**src/tps_pkg.sv**
```systemverilog
package tps_pkg;

    localparam int CW = 32;                         // coordinate width
    localparam int NW = 18;                         // normal component width
    localparam int OW = 32;                         // plane offset width
    localparam int TW = 31;                         // tolerance width
    localparam int PW = NW + CW;                    // one normal * coordinate product
    localparam int SW = PW + 2;                     // sum of three products
    localparam int DW = ((CW + 4 > OW) ? CW + 4 : OW) + 1;  // signed distance
    localparam int DDW = DW + 1;                    // distance difference
    localparam int RW = DDW + 1;                    // divider remainder
    localparam int QW = 16;                         // fraction bits
    localparam int UW = QW + 1;                     // ratio 0..1.0
    localparam int MW = CW + 1 + UW + 1;            // edge delta * ratio
    localparam int SQW = 2 * CW;                    // one squared term
    localparam int SQSW = SQW + 2;                  // sum of three squared terms

    localparam logic [UW-1:0] U_ONE = UW'(1) << QW;

    localparam int CFG_DW = 32;
    localparam int IW = 3;
    localparam logic [IW-1:0] REG_NORMAL_X = 3'd0;
    localparam logic [IW-1:0] REG_NORMAL_Y = 3'd1;
    localparam logic [IW-1:0] REG_NORMAL_Z = 3'd2;
    localparam logic [IW-1:0] REG_OFFSET   = 3'd3;
    localparam logic [IW-1:0] REG_TOL      = 3'd4;

    localparam int IN_DW = ((9 * CW + 7) / 8) * 8;
    localparam int OUT_BITS = 10 + 3 * CW + 3 * UW;
    localparam int OUT_DW = ((OUT_BITS + 7) / 8) * 8;

    localparam int QDEPTH = 2;
    localparam int QAW = 1;

    localparam logic [2:0] CORNER_V0 = 3'd0;
    localparam logic [2:0] CORNER_V1 = 3'd1;
    localparam logic [2:0] CORNER_V2 = 3'd2;
    localparam logic [2:0] CORNER_P3 = 3'd3;
    localparam logic [2:0] CORNER_P4 = 3'd4;

    typedef struct packed {
        logic signed [NW-1:0] nx;
        logic signed [NW-1:0] ny;
        logic signed [NW-1:0] nz;
        logic signed [OW-1:0] offset;
        logic [TW-1:0]        tol;
    } cfg_t;

    typedef enum logic [1:0] {
        SPLIT_NONE  = 2'd0,
        SPLIT_CUT_C = 2'd1,   // rotated vertex 1 on the plane, cut edge 0-2
        SPLIT_CUT_B = 2'd2,   // rotated vertex 2 on the plane, cut edge 0-1
        SPLIT_TWO   = 2'd3
    } split_t;

    typedef struct packed {
        split_t                split;
        logic [1:0]            i0;
        logic [1:0]            i1;
        logic [1:0]            i2;
        logic                  side;
        logic [2:0][2:0][CW-1:0] vert;   // rotated vertices, [vertex][axis]
        logic [2:0][DW-1:0]    vdist;    // rotated distances
    } task_t;

endpackage

```
**src/tps_queue.sv**
```systemverilog
module tps_queue
    import tps_pkg::*;
(
    input  logic  clk,
    input  logic  rst_n,
    input  logic  push,
    input  task_t push_data,
    output logic  full,
    input  logic  pop,
    output task_t pop_data,
    output logic  empty
);

    task_t            mem_reg [QDEPTH];
    logic [QAW-1:0]   wr_ptr_reg;
    logic [QAW-1:0]   rd_ptr_reg;
    logic [QAW:0]     count_reg;

    assign full     = count_reg == (QAW+1)'(QDEPTH);
    assign empty    = count_reg == '0;
    assign pop_data = mem_reg[rd_ptr_reg];

    always_ff @(posedge clk or negedge rst_n)
    begin
        if (!rst_n)
        begin
            wr_ptr_reg <= '0;
            rd_ptr_reg <= '0;
            count_reg  <= '0;
        end
        else
        begin
            if (push)
                wr_ptr_reg <= wr_ptr_reg + 1'b1;
            if (pop)
                rd_ptr_reg <= rd_ptr_reg + 1'b1;
            if (push && !pop)
                count_reg <= count_reg + 1'b1;
            else if (pop && !push)
                count_reg <= count_reg - 1'b1;
        end
    end

    always_ff @(posedge clk)
    begin
        if (push)
            mem_reg[wr_ptr_reg] <= push_data;
    end

`ifndef ASSERT_OFF
    a_count_bound: assert property (@(posedge clk) disable iff (!rst_n)
        count_reg <= (QAW+1)'(QDEPTH))
        else $error("queue count beyond depth");
    a_no_overflow: assert property (@(posedge clk) disable iff (!rst_n)
        push |-> !full)
        else $error("push into full queue");
    a_no_underflow: assert property (@(posedge clk) disable iff (!rst_n)
        pop |-> !empty)
        else $error("pop from empty queue");
    a_count_up: assert property (@(posedge clk) disable iff (!rst_n)
        (push && !pop) |=> count_reg == $past(count_reg) + 1'b1)
        else $error("queue count missed a push");
`endif

endmodule

```
**config.mk**
```make
export PLATFORM = sky130hd
export DESIGN_NAME = tps_queue
export DESIGN_NICKNAME = d
export VERILOG_FILES = /design/src/tps_pkg.sv /design/src/tps_queue.sv
export SDC_FILE = /design/constraint.sdc
export NUM_CORES = 1
export LEC_CHECK = 0
export ABC_AREA = 0
export BUFFER_PORTS_ARGS = -buffer_cell sky130_fd_sc_hd__buf_2
export CAP_MARGIN = 20
export CORE_AREA = 2 2 321 323
export DETAILED_ROUTE_END_ITERATION = 10
export DIE_AREA = 0 0 323 325
export HOLD_SLACK_MARGIN = 0.02
export PLACE_DENSITY_LB_ADDON = 0.12
export SETUP_SLACK_MARGIN = 0.15
export SYNTH_ARGS = -nofsm -noshare
export SYNTH_HDL_FRONTEND = slang
export SYNTH_SLANG_ARGS = --single-unit
```
**constraint.sdc**
```tcl
create_clock -name clk -period 21.3 [get_ports clk]
set_clock_uncertainty 0.1 [all_clocks]
set_input_delay 6.39 -clock clk [delete_from_list [all_inputs] [get_ports clk]]
set_output_delay 6.39 -clock clk [all_outputs]
set_load 0.02 [all_outputs]
```
==> results.sh, run 1 <==
export IMPL_status="completed"
export IMPL_worstPathRequired_ns=14.81
export IMPL_post_route_min_period_ns=10.30
export IMPL_worst_hold_path_type="reg2reg"
export IMPL_syn_nets=1698
export IMPL_p_leak_nw=14.1
export IMPL_routed_via_density=4.24
export IMPL_post_drt_wl_per_cell_microns=21.3
export IMPL_grtUsageMet1=0.134
export IMPL_cts_tree="built"
export IMPL_final_common_cell="buf_2"
export IMPL_whs_path_depth=1
export IMPL_grt_pass1_wl_microns=108000
export IMPL_routed_wl_microns=77300
export IMPL_grt_max_degree=156
export IMPL_yosys_warnings=0
export IMPL_ctsResizeCount=0
export IMPL_synth_seq_cells=820
export IMPL_pin_count=822
export IMPL_rsz0062_at_grt="false"
export IMPL_slew_headroom=0.220
export IMPL_clk_pin_slew_worst_paths_ns=0.05
export IMPL_fillCellCount=9595
export IMPL_hpwlAfterDp_microns=53000
export IMPL_fin_crit_sh=0.483
export IMPL_die_h_microns=325
export IMPL_die_x_microns=323
export IMPL_cts_hold_buf=0
export IMPL_grt_util_met2=0.261
export IMPL_grt_usage=0.141
export IMPL_critPathMaxFanout=149
export IMPL_synth_seq_area_share=0.833
export IMPL_antenna_found_initial=41
export IMPL_fmax_ghz=0.0971
export IMPL_mostFrequentLayoutCells="821 x buf_2, 816 x edfxtp_1, 308 x mux2_2"
export IMPL_initial_utilization=0.292
export IMPL_synth_top_cell_by_area="edfxtp_1"
export IMPL_grtUsageMet3=0.0613
export IMPL_hold_viol=0
export IMPL_report_final_slew_viol_count=0
export IMPL_cts_root_buf="clkbuf_16"
export IMPL_drive_gt1_frac=0.568
export IMPL_largest_register_ffs=816
export IMPL_drt_iter0_markers=786
export IMPL_final_cells=3627
export IMPL_grt_overflow_total=0
export IMPL_worstSkewPairLatency_ns=0.64
export IMPL_place_gp_congestion=0.753
export IMPL_worstPathCellList="buf_4 > buf_12 > mux2_2 > buf_2"
export IMPL_peakVddDrop_mv=0.0966
export IMPL_setup_viol=0
export IMPL_cts_setup_buffers=0
export IMPL_critPathLaunchType="register"
export IMPL_io_buffers=821
export IMPL_cts_htree_levels=3
export IMPL_worst_slew_pin_slew_ns=1.17
export IMPL_drc=0
export IMPL_slowest_stage="dfrtp_4"
export IMPL_cts_sinks=820
export IMPL_via_count=15378
export IMPL_synth_cell_types=13
export IMPL_arrival_ns=3.81
export IMPL_synth_cells=1285
export IMPL_cts_made_buffers=93
export IMPL_core_sq_mm=0.101
export IMPL_antenna_left=0
export IMPL_critPathMaxStageDelay_ns=0.85
export IMPL_synth_top_area_frac=0.830
export IMPL_drt_pass1_iter_count=4
export IMPL_p_per_area_mw_per_mm2=141
export IMPL_dp_cells=3439
export IMPL_rows=117
export IMPL_synth_area_per_cell_sq_um=23.0
export IMPL_setup_tns_ns=0
export IMPL_reg2reg_depth=3
export IMPL_first_global_vias=16214
export IMPL_grt_busiest_layer="met2"
export IMPL_cap_violations=0
export IMPL_crit_type="reg2out"
export IMPL_synthTopCellsByArea="edfxtp_1 83%, mux2_2 12%, mux2_1 3.8%, buf_2 0.58%, dfrtp_1 0.34%"
export IMPL_syn_area_sq_mm=0.0295
export IMPL_die_area_sq_mm=0.105
export IMPL_end_kind="output pin"
export IMPL_clock_path_buffers=3
export IMPL_final_nets=2579
export IMPL_area_growth_syn_to_layout_pct=29.3
[worst max-delay path, delay by kind of cell, from the launching register on]
kind / cells / cell delay, ns
buf+inv: 3 / 1.53
flops: 1 / 0.85
mux: 1 / 0.42
[report_power, final]
group          internal [mW]  leakage (nW)  switching, mW  total, mW
Sequential              2.14          7.70         0.0753       2.22
Clock                  0.886          1.43          0.621       1.51
Combinational          0.593          4.97           1.08       1.67
Total                   3.62          14.1           1.77       5.40
[final timing paths]
check / startpoint / end / slack [ns]
min in group asynchronous: rst_n / wr_ptr_reg$_DFFE_PN0P_ / 5.45
hold reg to reg: count_reg[1]$_DFFE_PN0P_ / count_reg[1]$_DFFE_PN0P_ / 0.39
hold / removal: count_reg[1]$_DFFE_PN0P_ / count_reg[1]$_DFFE_PN0P_ / 0.39
max in group asynchronous: rst_n / rd_ptr_reg$_DFFE_PN0P_ / 15.52
setup reg to reg: wr_ptr_reg$_DFFE_PN0P_ / mem_reg[1][85]$_DFFE_PP_ / 17.89
setup / recovery: rd_ptr_reg$_DFFE_PN0P_ / pop_data[370] / 11.00
[cell type report]
cell class              instances  area, sq um  share of cell area
well taps                    1368         1710              0.0448
repair buffers                831         4260               0.111
diodes                         19         47.5             0.00124
clock inverters                57          445              0.0117
flip-flops and latches        820        24600               0.644
inverters                       1         3.75           0.0000983
multi-input cells             419         4690               0.123
clock buffers                 112         2440              0.0639
[metal layers]
metal  share of wire  vias to the layer above
li1                -                     6966
met1            0.33                     7683
met2            0.54                      540
met3           0.094                      159
met4           0.034                       30
met5          0.0026                        -
[synthesized netlist by cell type (all sizes together)]
library cell / n
nor2b: 2
and2: 1
mux2: 408
inv: 1
buf: 45
xor2: 4
xnor2: 1
nor2: 2
dfrtp: 4
edfxtp: 816
ha: 1
[metrics by stage]
step	hold slack, ns	utilization	total power [mW]	cell area [sq um]	setup slack (ns)
2_1_floorplan	0.356	-	3.47	29500	3.75
3_3_place_gp	0.377	0.348	3.95	35300	11.65
3_5_place_dp	0.377	0.348	3.96	35300	11.59
4_1_cts	0.391	0.377	5.50	38200	10.85
5_1_grt	0.414	0.377	5.65	38200	10.73
6_report	0.390	0.377	5.40	38200	11.00
[cell families after synthesis]
kind of cell	count (synthesis)	synth area share
flops	820	0.833
mux	408	0.156
buf+inv	46	0.00868
xor+xnor	5	0.00148
simple gates	5	0.000890
fa+ha+maj	1	0.000424
(Power assumes the default switching activity.)
==> run 2, diff against run 1 <==
Settings changed: ABC_AREA 0 to 1, CORE_AREA 2 2 321 323 to 2 2 322 324, DIE_AREA 0 0 323 325 to 0 0 324 326.
Clock period 21.3 ns to 8.37 ns, I/O delays scaled along.
==> results.sh, run 2 <==
export IMPL_status="completed"
export IMPL_final_nets=2599
export IMPL_critPathLaunchType="register"
export IMPL_sw_frac_of_total=0.326
export IMPL_yosys_area_share_adder=0.000423
export IMPL_worstSkewPairLatency_ns=0.64
export IMPL_rows=118
export IMPL_post_drt_wl_per_cell_microns=21.8
export IMPL_fillCellCount=9631
export IMPL_pin_count=822
export IMPL_grt_usage=0.145
export IMPL_synth_cell_types=14
export IMPL_worstPathRequired_ns=5.76
export IMPL_setup_viol=0
export IMPL_die_x_microns=324
export IMPL_dp_cells=3472
export IMPL_report_final_slew_viol_count=0
export IMPL_slowest_stage="dfrtp_4"
export IMPL_drc=0
export IMPL_cts_hold_buf=0
export IMPL_largest_register_ffs=816
export IMPL_synth_top_cell_by_area="edfxtp_1"
export IMPL_final_cell_area_sq_mm=0.0385
export IMPL_arrival_ns=3.07
export IMPL_pwr_share_comb=0.305
export IMPL_grt_overflow_total=0
export IMPL_syn_area_sq_mm=0.0296
export IMPL_fin_util=0.375
export IMPL_synth_commonest_cells="816 x edfxtp_1, 308 x mux2_2, 100 x mux2_1"
export IMPL_worst_hold_path_type="reg2reg"
export IMPL_yosys_warnings=0
export IMPL_drt_pass1_iter_count=5
export IMPL_place_gp_congestion=0.772
export IMPL_critPathMaxFanout=125
export IMPL_mostFrequentLayoutCells="821 x buf_2, 816 x edfxtp_1, 308 x mux2_2"
export IMPL_worst_slew_pin_slew_ns=0.975
export IMPL_fmax_ghz=0.176
export IMPL_synth_simple_area_share=0.00140
export IMPL_clk_pin_slew_worst_paths_ns=0.05
export IMPL_synth_top_family_by_area="multiplexers"
export IMPL_core_sq_mm=0.103
export IMPL_critPathMaxStageDelay_ns=1.06
export IMPL_area_growth_syn_to_layout_pct=30.3
export IMPL_async_flop_share=0.00488
export IMPL_multiInputGateArea_sq_mm=0.00470
export IMPL_syn_nets=1707
export IMPL_yosysMostFrequentCell="edfxtp_1"
export IMPL_final_cells=3659
export IMPL_p_int_mw=9.40
export IMPL_grt_max_degree=126
export IMPL_rsz0062_at_grt="false"
export IMPL_p_per_area_mw_per_mm2=362
export IMPL_antenna_left=0
export IMPL_switchingPower_mw=4.55
export IMPL_fin_crit_sh=0.678
export IMPL_routed_via_density=4.25
export IMPL_end_kind="output pin"
export IMPL_cts_root_buf="clkbuf_16"
export IMPL_cts_tree="built"
export IMPL_p_seq_frac=0.407
export IMPL_drt_iter0_markers=753
export IMPL_p_leak_nw=14.2
export IMPL_io_buffers=821
export IMPL_place_area_sq_mm=0.0354
export IMPL_die_area_sq_mm=0.106
export IMPL_ctsResizeCount=0
export IMPL_clock_path_buffers=3
export IMPL_clkPwrFrac=0.287
export IMPL_path_delay_family="flip-flops"
export IMPL_synthTopCellsByArea="edfxtp_1 83%, mux2_2 12%, mux2_1 3.8%, buf_2 0.58%, dfrtp_1 0.34%"
export IMPL_synth_edf_count=816
export IMPL_hpwlAfterDp_microns=56500
export IMPL_synth_main_ff_cell="edfxtp_1"
export IMPL_synth_seq_area_share=0.832
export IMPL_initial_utilization=0.288
export IMPL_via_count=15561
export IMPL_synth_compound_area_frac=0
export IMPL_peakVddDrop_mv=0.216
export IMPL_cts_made_buffers=92
export IMPL_routed_wl_microns=79800
export IMPL_worstPathCellList="buf_12 > mux2_2 > buf_2"
export IMPL_slew_headroom=0.348
export IMPL_antenna_found_initial=48
export IMPL_synth_area_per_cell_sq_um=22.8
export IMPL_cap_violations=0
export IMPL_grt_pass1_wl_microns=111000
export IMPL_final_common_cell="buf_2"
export IMPL_synth_cells=1294
export IMPL_register_area_sq_mm=0.0246
export IMPL_drive_gt1_frac=0.570
export IMPL_first_global_vias=16646
export IMPL_die_h_microns=326
export IMPL_synth_top_area_frac=0.829
export IMPL_crit_type="reg2out"
export IMPL_path_buf_inv=2
export IMPL_synthMuxAreaShare=0.155
export IMPL_cts_setup_buffers=0
export IMPL_cts_sinks=820
export IMPL_synth_xor_area_frac=0.000889
export IMPL_cts_htree_levels=3
export IMPL_synth_seq_cells=820
export IMPL_post_route_min_period_ns=5.68
export IMPL_hold_viol=0
## run 2: cell count changes after synthesis, moves of 2 or more
cell     change
nor2b_1      -2
nand2_1      +5
xor2_1       -2
inv_1        +6
## run 2: worst min-delay path, stage by stage (launching register included)
cell and delay [ns]:
dfrtp_1 0.38, nand2_1 0.06, nand2_1 0.05
## run 2: final cells by class
cell class                      count  area share
Clock buffer                      110      0.0626
Antenna cell                       24     0.00156
Inverter                            7     0.00110
Clock inverter                     53      0.0157
Timing Repair Buffer              843       0.114
Sequential cell                   820       0.639
Tap cell                         1380      0.0448
Multi-Input combinational cell    422       0.122
## run 2: worst paths after layout
kind	startpoint	cells past startpoint	to	slack, ns
min reg2reg	count_reg[1]$_DFFE_PN0P_	2	count_reg[1]$_DFFE_PN0P_	0.42
max in group asynchronous	rst_n	1	rd_ptr_reg$_DFFE_PN0P_	6.46
max reg2reg	wr_ptr_reg$_DFFE_PN0P_	4	mem_reg[1][385]$_DFFE_PP_	5.63
min	count_reg[1]$_DFFE_PN0P_	2	count_reg[1]$_DFFE_PN0P_	0.42
max	rd_ptr_reg$_DFFE_PN0P_	3	pop_data[15]	2.69
min in group asynchronous	rst_n	1	rd_ptr_reg$_DFFE_PN0P_	1.57
## run 2: metrics by stage
stage	setup slack (ns)	TNS, ns	power [mW]	hold slack (ns)
after floorplan	-0.810	-615.09	8.67	0.363
after global placement	3.35	0	10.1	0.383
after detailed placement	3.33	0	10.1	0.404
after CTS	2.61	0	14.2	0.418
after global routing	2.55	0	14.6	0.448
final	2.69	0	13.9	0.424
## run 2: cells by family (layout without fill, tap and decap cells)
group,count (synthesis),count (layout)
flip-flops,820,820
multiplexers,408,408
buffers and inverters,52,1013
AND/OR/NAND/NOR,10,10
XOR/XNOR,3,3
adder cells (fa/ha/maj),1,1
other,0,24
## run 2: metal layers
layer | track usage | share of wire
met1 | 0.137 | 0.32
met2 | 0.269 | 0.54
met3 | 0.0611 | 0.090
met4 | 0.0626 | 0.039
met5 | 0 | 0.0031
## run 2: power groups by stage
stage / combinational, mW / clock [mW] / sequential (mW)
floorplan: 2.83 / 0 / 5.84
global placement: 4.36 / 0 / 5.76
detailed placement: 4.36 / 0 / 5.78
CTS: 4.38 / 4.15 / 5.70
global route: 4.54 / 4.30 / 5.75
finish: 4.26 / 4.01 / 5.68
==> run 3, diff against run 2 <==
Clock period 8.37 ns to 5.8 ns, I/O delays scaled along.
==> results.sh, run 3 (synthesized netlist as in run 2, its figures left out) <==
export IMPL_fmax_ghz=0.218
export IMPL_drive_gt1_frac=0.573
export IMPL_worstPathRequired_ns=3.96
export IMPL_antenna_left=0
export IMPL_cts_root_buf="clkbuf_16"
export IMPL_fin_crit_sh=0.791
export IMPL_critPathMaxFanout=46
export IMPL_io_buffers=821
export IMPL_ctsResizeCount=0
export IMPL_worstSkewPairLatency_ns=0.64
export IMPL_hold_start="count_reg[1]$_DFFE_PN0P_"
export IMPL_largest_register_ffs=816
export IMPL_crit_type="reg2out"
export IMPL_drt_iter0_markers=799
export IMPL_end_kind="output pin"
export IMPL_setup_tns_ns=0
export IMPL_fin_util=0.376
export IMPL_p_seq_frac=0.407
export IMPL_p_int_mw=13.4
export IMPL_post_drt_wl_per_cell_microns=21.4
export IMPL_clock_path_buffers=3
export IMPL_routed_via_density=4.22
export IMPL_final_common_cell="buf_2"
export IMPL_hpwlAfterDp_microns=56400
export IMPL_first_global_vias=16687
export IMPL_r2r_start="wr_ptr_reg$_DFFE_PN0P_"
export IMPL_area_growth_syn_to_layout_pct=30.6
export IMPL_post_route_min_period_ns=4.59
export IMPL_worst_hold_path_type="reg2reg"
export IMPL_p_total_mw=20.0
export IMPL_report_final_slew_viol_count=0
export IMPL_dp_cells=3490
export IMPL_cts_tree="built"
export IMPL_r2r_end="mem_reg[1][87]$_DFFE_PP_"
export IMPL_rsz0062_at_grt="false"
export IMPL_die_h_microns=326
export IMPL_grt_max_degree=108
export IMPL_grt_usage=0.144
export IMPL_die_x_microns=324
export IMPL_peakVddDrop_mv=0.253
export IMPL_r2r_slack_ns=3.57
export IMPL_drc=0
export IMPL_mostFrequentLayoutCells="821 x buf_2, 816 x edfxtp_1, 308 x mux2_2"
export IMPL_pin_count=822
export IMPL_final_cells=3680
export IMPL_cts_sinks=820
export IMPL_worst_slew_pin_slew_ns=0.894
export IMPL_fillCellCount=9672
export IMPL_switchingPower_mw=6.61
export IMPL_rows=118
export IMPL_critPathLaunchType="register"
export IMPL_cap_violations=0
export IMPL_routed_wl_microns=78700
export IMPL_clkPwrFrac=0.277
export IMPL_cts_htree_levels=3
export IMPL_p_leak_nw=14.3
export IMPL_place_gp_congestion=0.785
export IMPL_sw_frac_of_total=0.330
export IMPL_cts_hold_buf=0
export IMPL_core_sq_mm=0.103
export IMPL_initial_utilization=0.288
export IMPL_via_count=15546
export IMPL_final_nets=2616
export IMPL_antenna_found_initial=41
export IMPL_die_area_sq_mm=0.106
export IMPL_cts_setup_buffers=0
export IMPL_setup_viol=0
export IMPL_drt_pass1_iter_count=4
export IMPL_whs_path_depth=2
export IMPL_pwr_share_comb=0.316
export IMPL_grt_pass1_wl_microns=111000
export IMPL_min_to="count_reg[1]$_DFFE_PN0P_"
export IMPL_grt_overflow_total=0
export IMPL_clk_pin_slew_worst_paths_ns=0.06
export IMPL_cts_made_buffers=91
export IMPL_status="completed"
export IMPL_arrival_ns=2.75
export IMPL_slew_headroom=0.404
export IMPL_reg2reg_depth=4
export IMPL_hold_viol=0
export IMPL_p_per_area_mw_per_mm2=518
[run 3: cell count changes in the layout (fill, tap and decap cells not counted), sizes merged]
cell	before	now
clkinv	33	39
inv	9	11
bufinv	12	6
clkbuf	110	117
clkinvlp	6	4
buf	843	861
diode	24	20
[run 3: area by class of cell]
class,count,area (sq um),share of cell area
Antenna cell,20,50.0,0.00130
Inverter,7,42.5,0.00110
Sequential cell,820,24600,0.638
Timing Repair Buffer,861,4580,0.119
Multi-Input combinational cell,422,4700,0.122
Clock inverter,53,433,0.0112
Clock buffer,117,2450,0.0634
Tap cell,1380,1730,0.0447
[run 3: worst max path at each step]
stage | from | to | slack (ns) | depth (start not counted)
6_report | rd_ptr_reg$_DFFE_PN0P_ | pop_data[74] | 1.21 | 3
2_1_floorplan | push | mem_reg[1][0]$_DFFE_PP_ | -2.61 | 2
5_1_grt | rd_ptr_reg$_DFFE_PN0P_ | pop_data[74] | 1.03 | 3
3_3_place_gp | rd_ptr_reg$_DFFE_PN0P_ | pop_data[405] | 1.85 | 3
3_5_place_dp | rd_ptr_reg$_DFFE_PN0P_ | pop_data[68] | 1.83 | 3
4_1_cts | rd_ptr_reg$_DFFE_PN0P_ | pop_data[68] | 1.07 | 3
[run 3: power by group through the flow]
stage	clock network (mW)	registers (mW)	logic, mW
finish	5.53	8.14	6.33
detailed placement	0	8.29	6.50
global route	5.96	8.26	6.75
global placement	0	8.25	6.50
CTS	5.72	8.17	6.53
floorplan	0	8.43	4.08
[run 3: stage by stage]
step | setup WS [ns] | hold slack (ns) | area (sq um)
finish | 1.21 | 0.405 | 38600
CTS | 1.07 | 0.406 | 38500
global route | 1.03 | 0.441 | 38600
detailed placement | 1.83 | 0.393 | 35700
floorplan | -2.61 | 0.363 | 29600
global placement | 1.85 | 0.382 | 35700
[run 3: worst max-delay path: stages (launching register included)]
cell	delay, ns
dfrtp_4	0.99
buf_4	0.47
mux2_2	0.39
buf_2	0.17
[run 3: metal layers]
layer / vias to the layer above / wire (microns) / track usage
met3: 162 / 6910 / 0.0611
met2: 552 / 42400 / 0.265
met4: 38 / 2270 / 0.0546
met1: 7745 / 26900 / 0.143
met5: - / 250 / 0
li1: 7049 / - / -
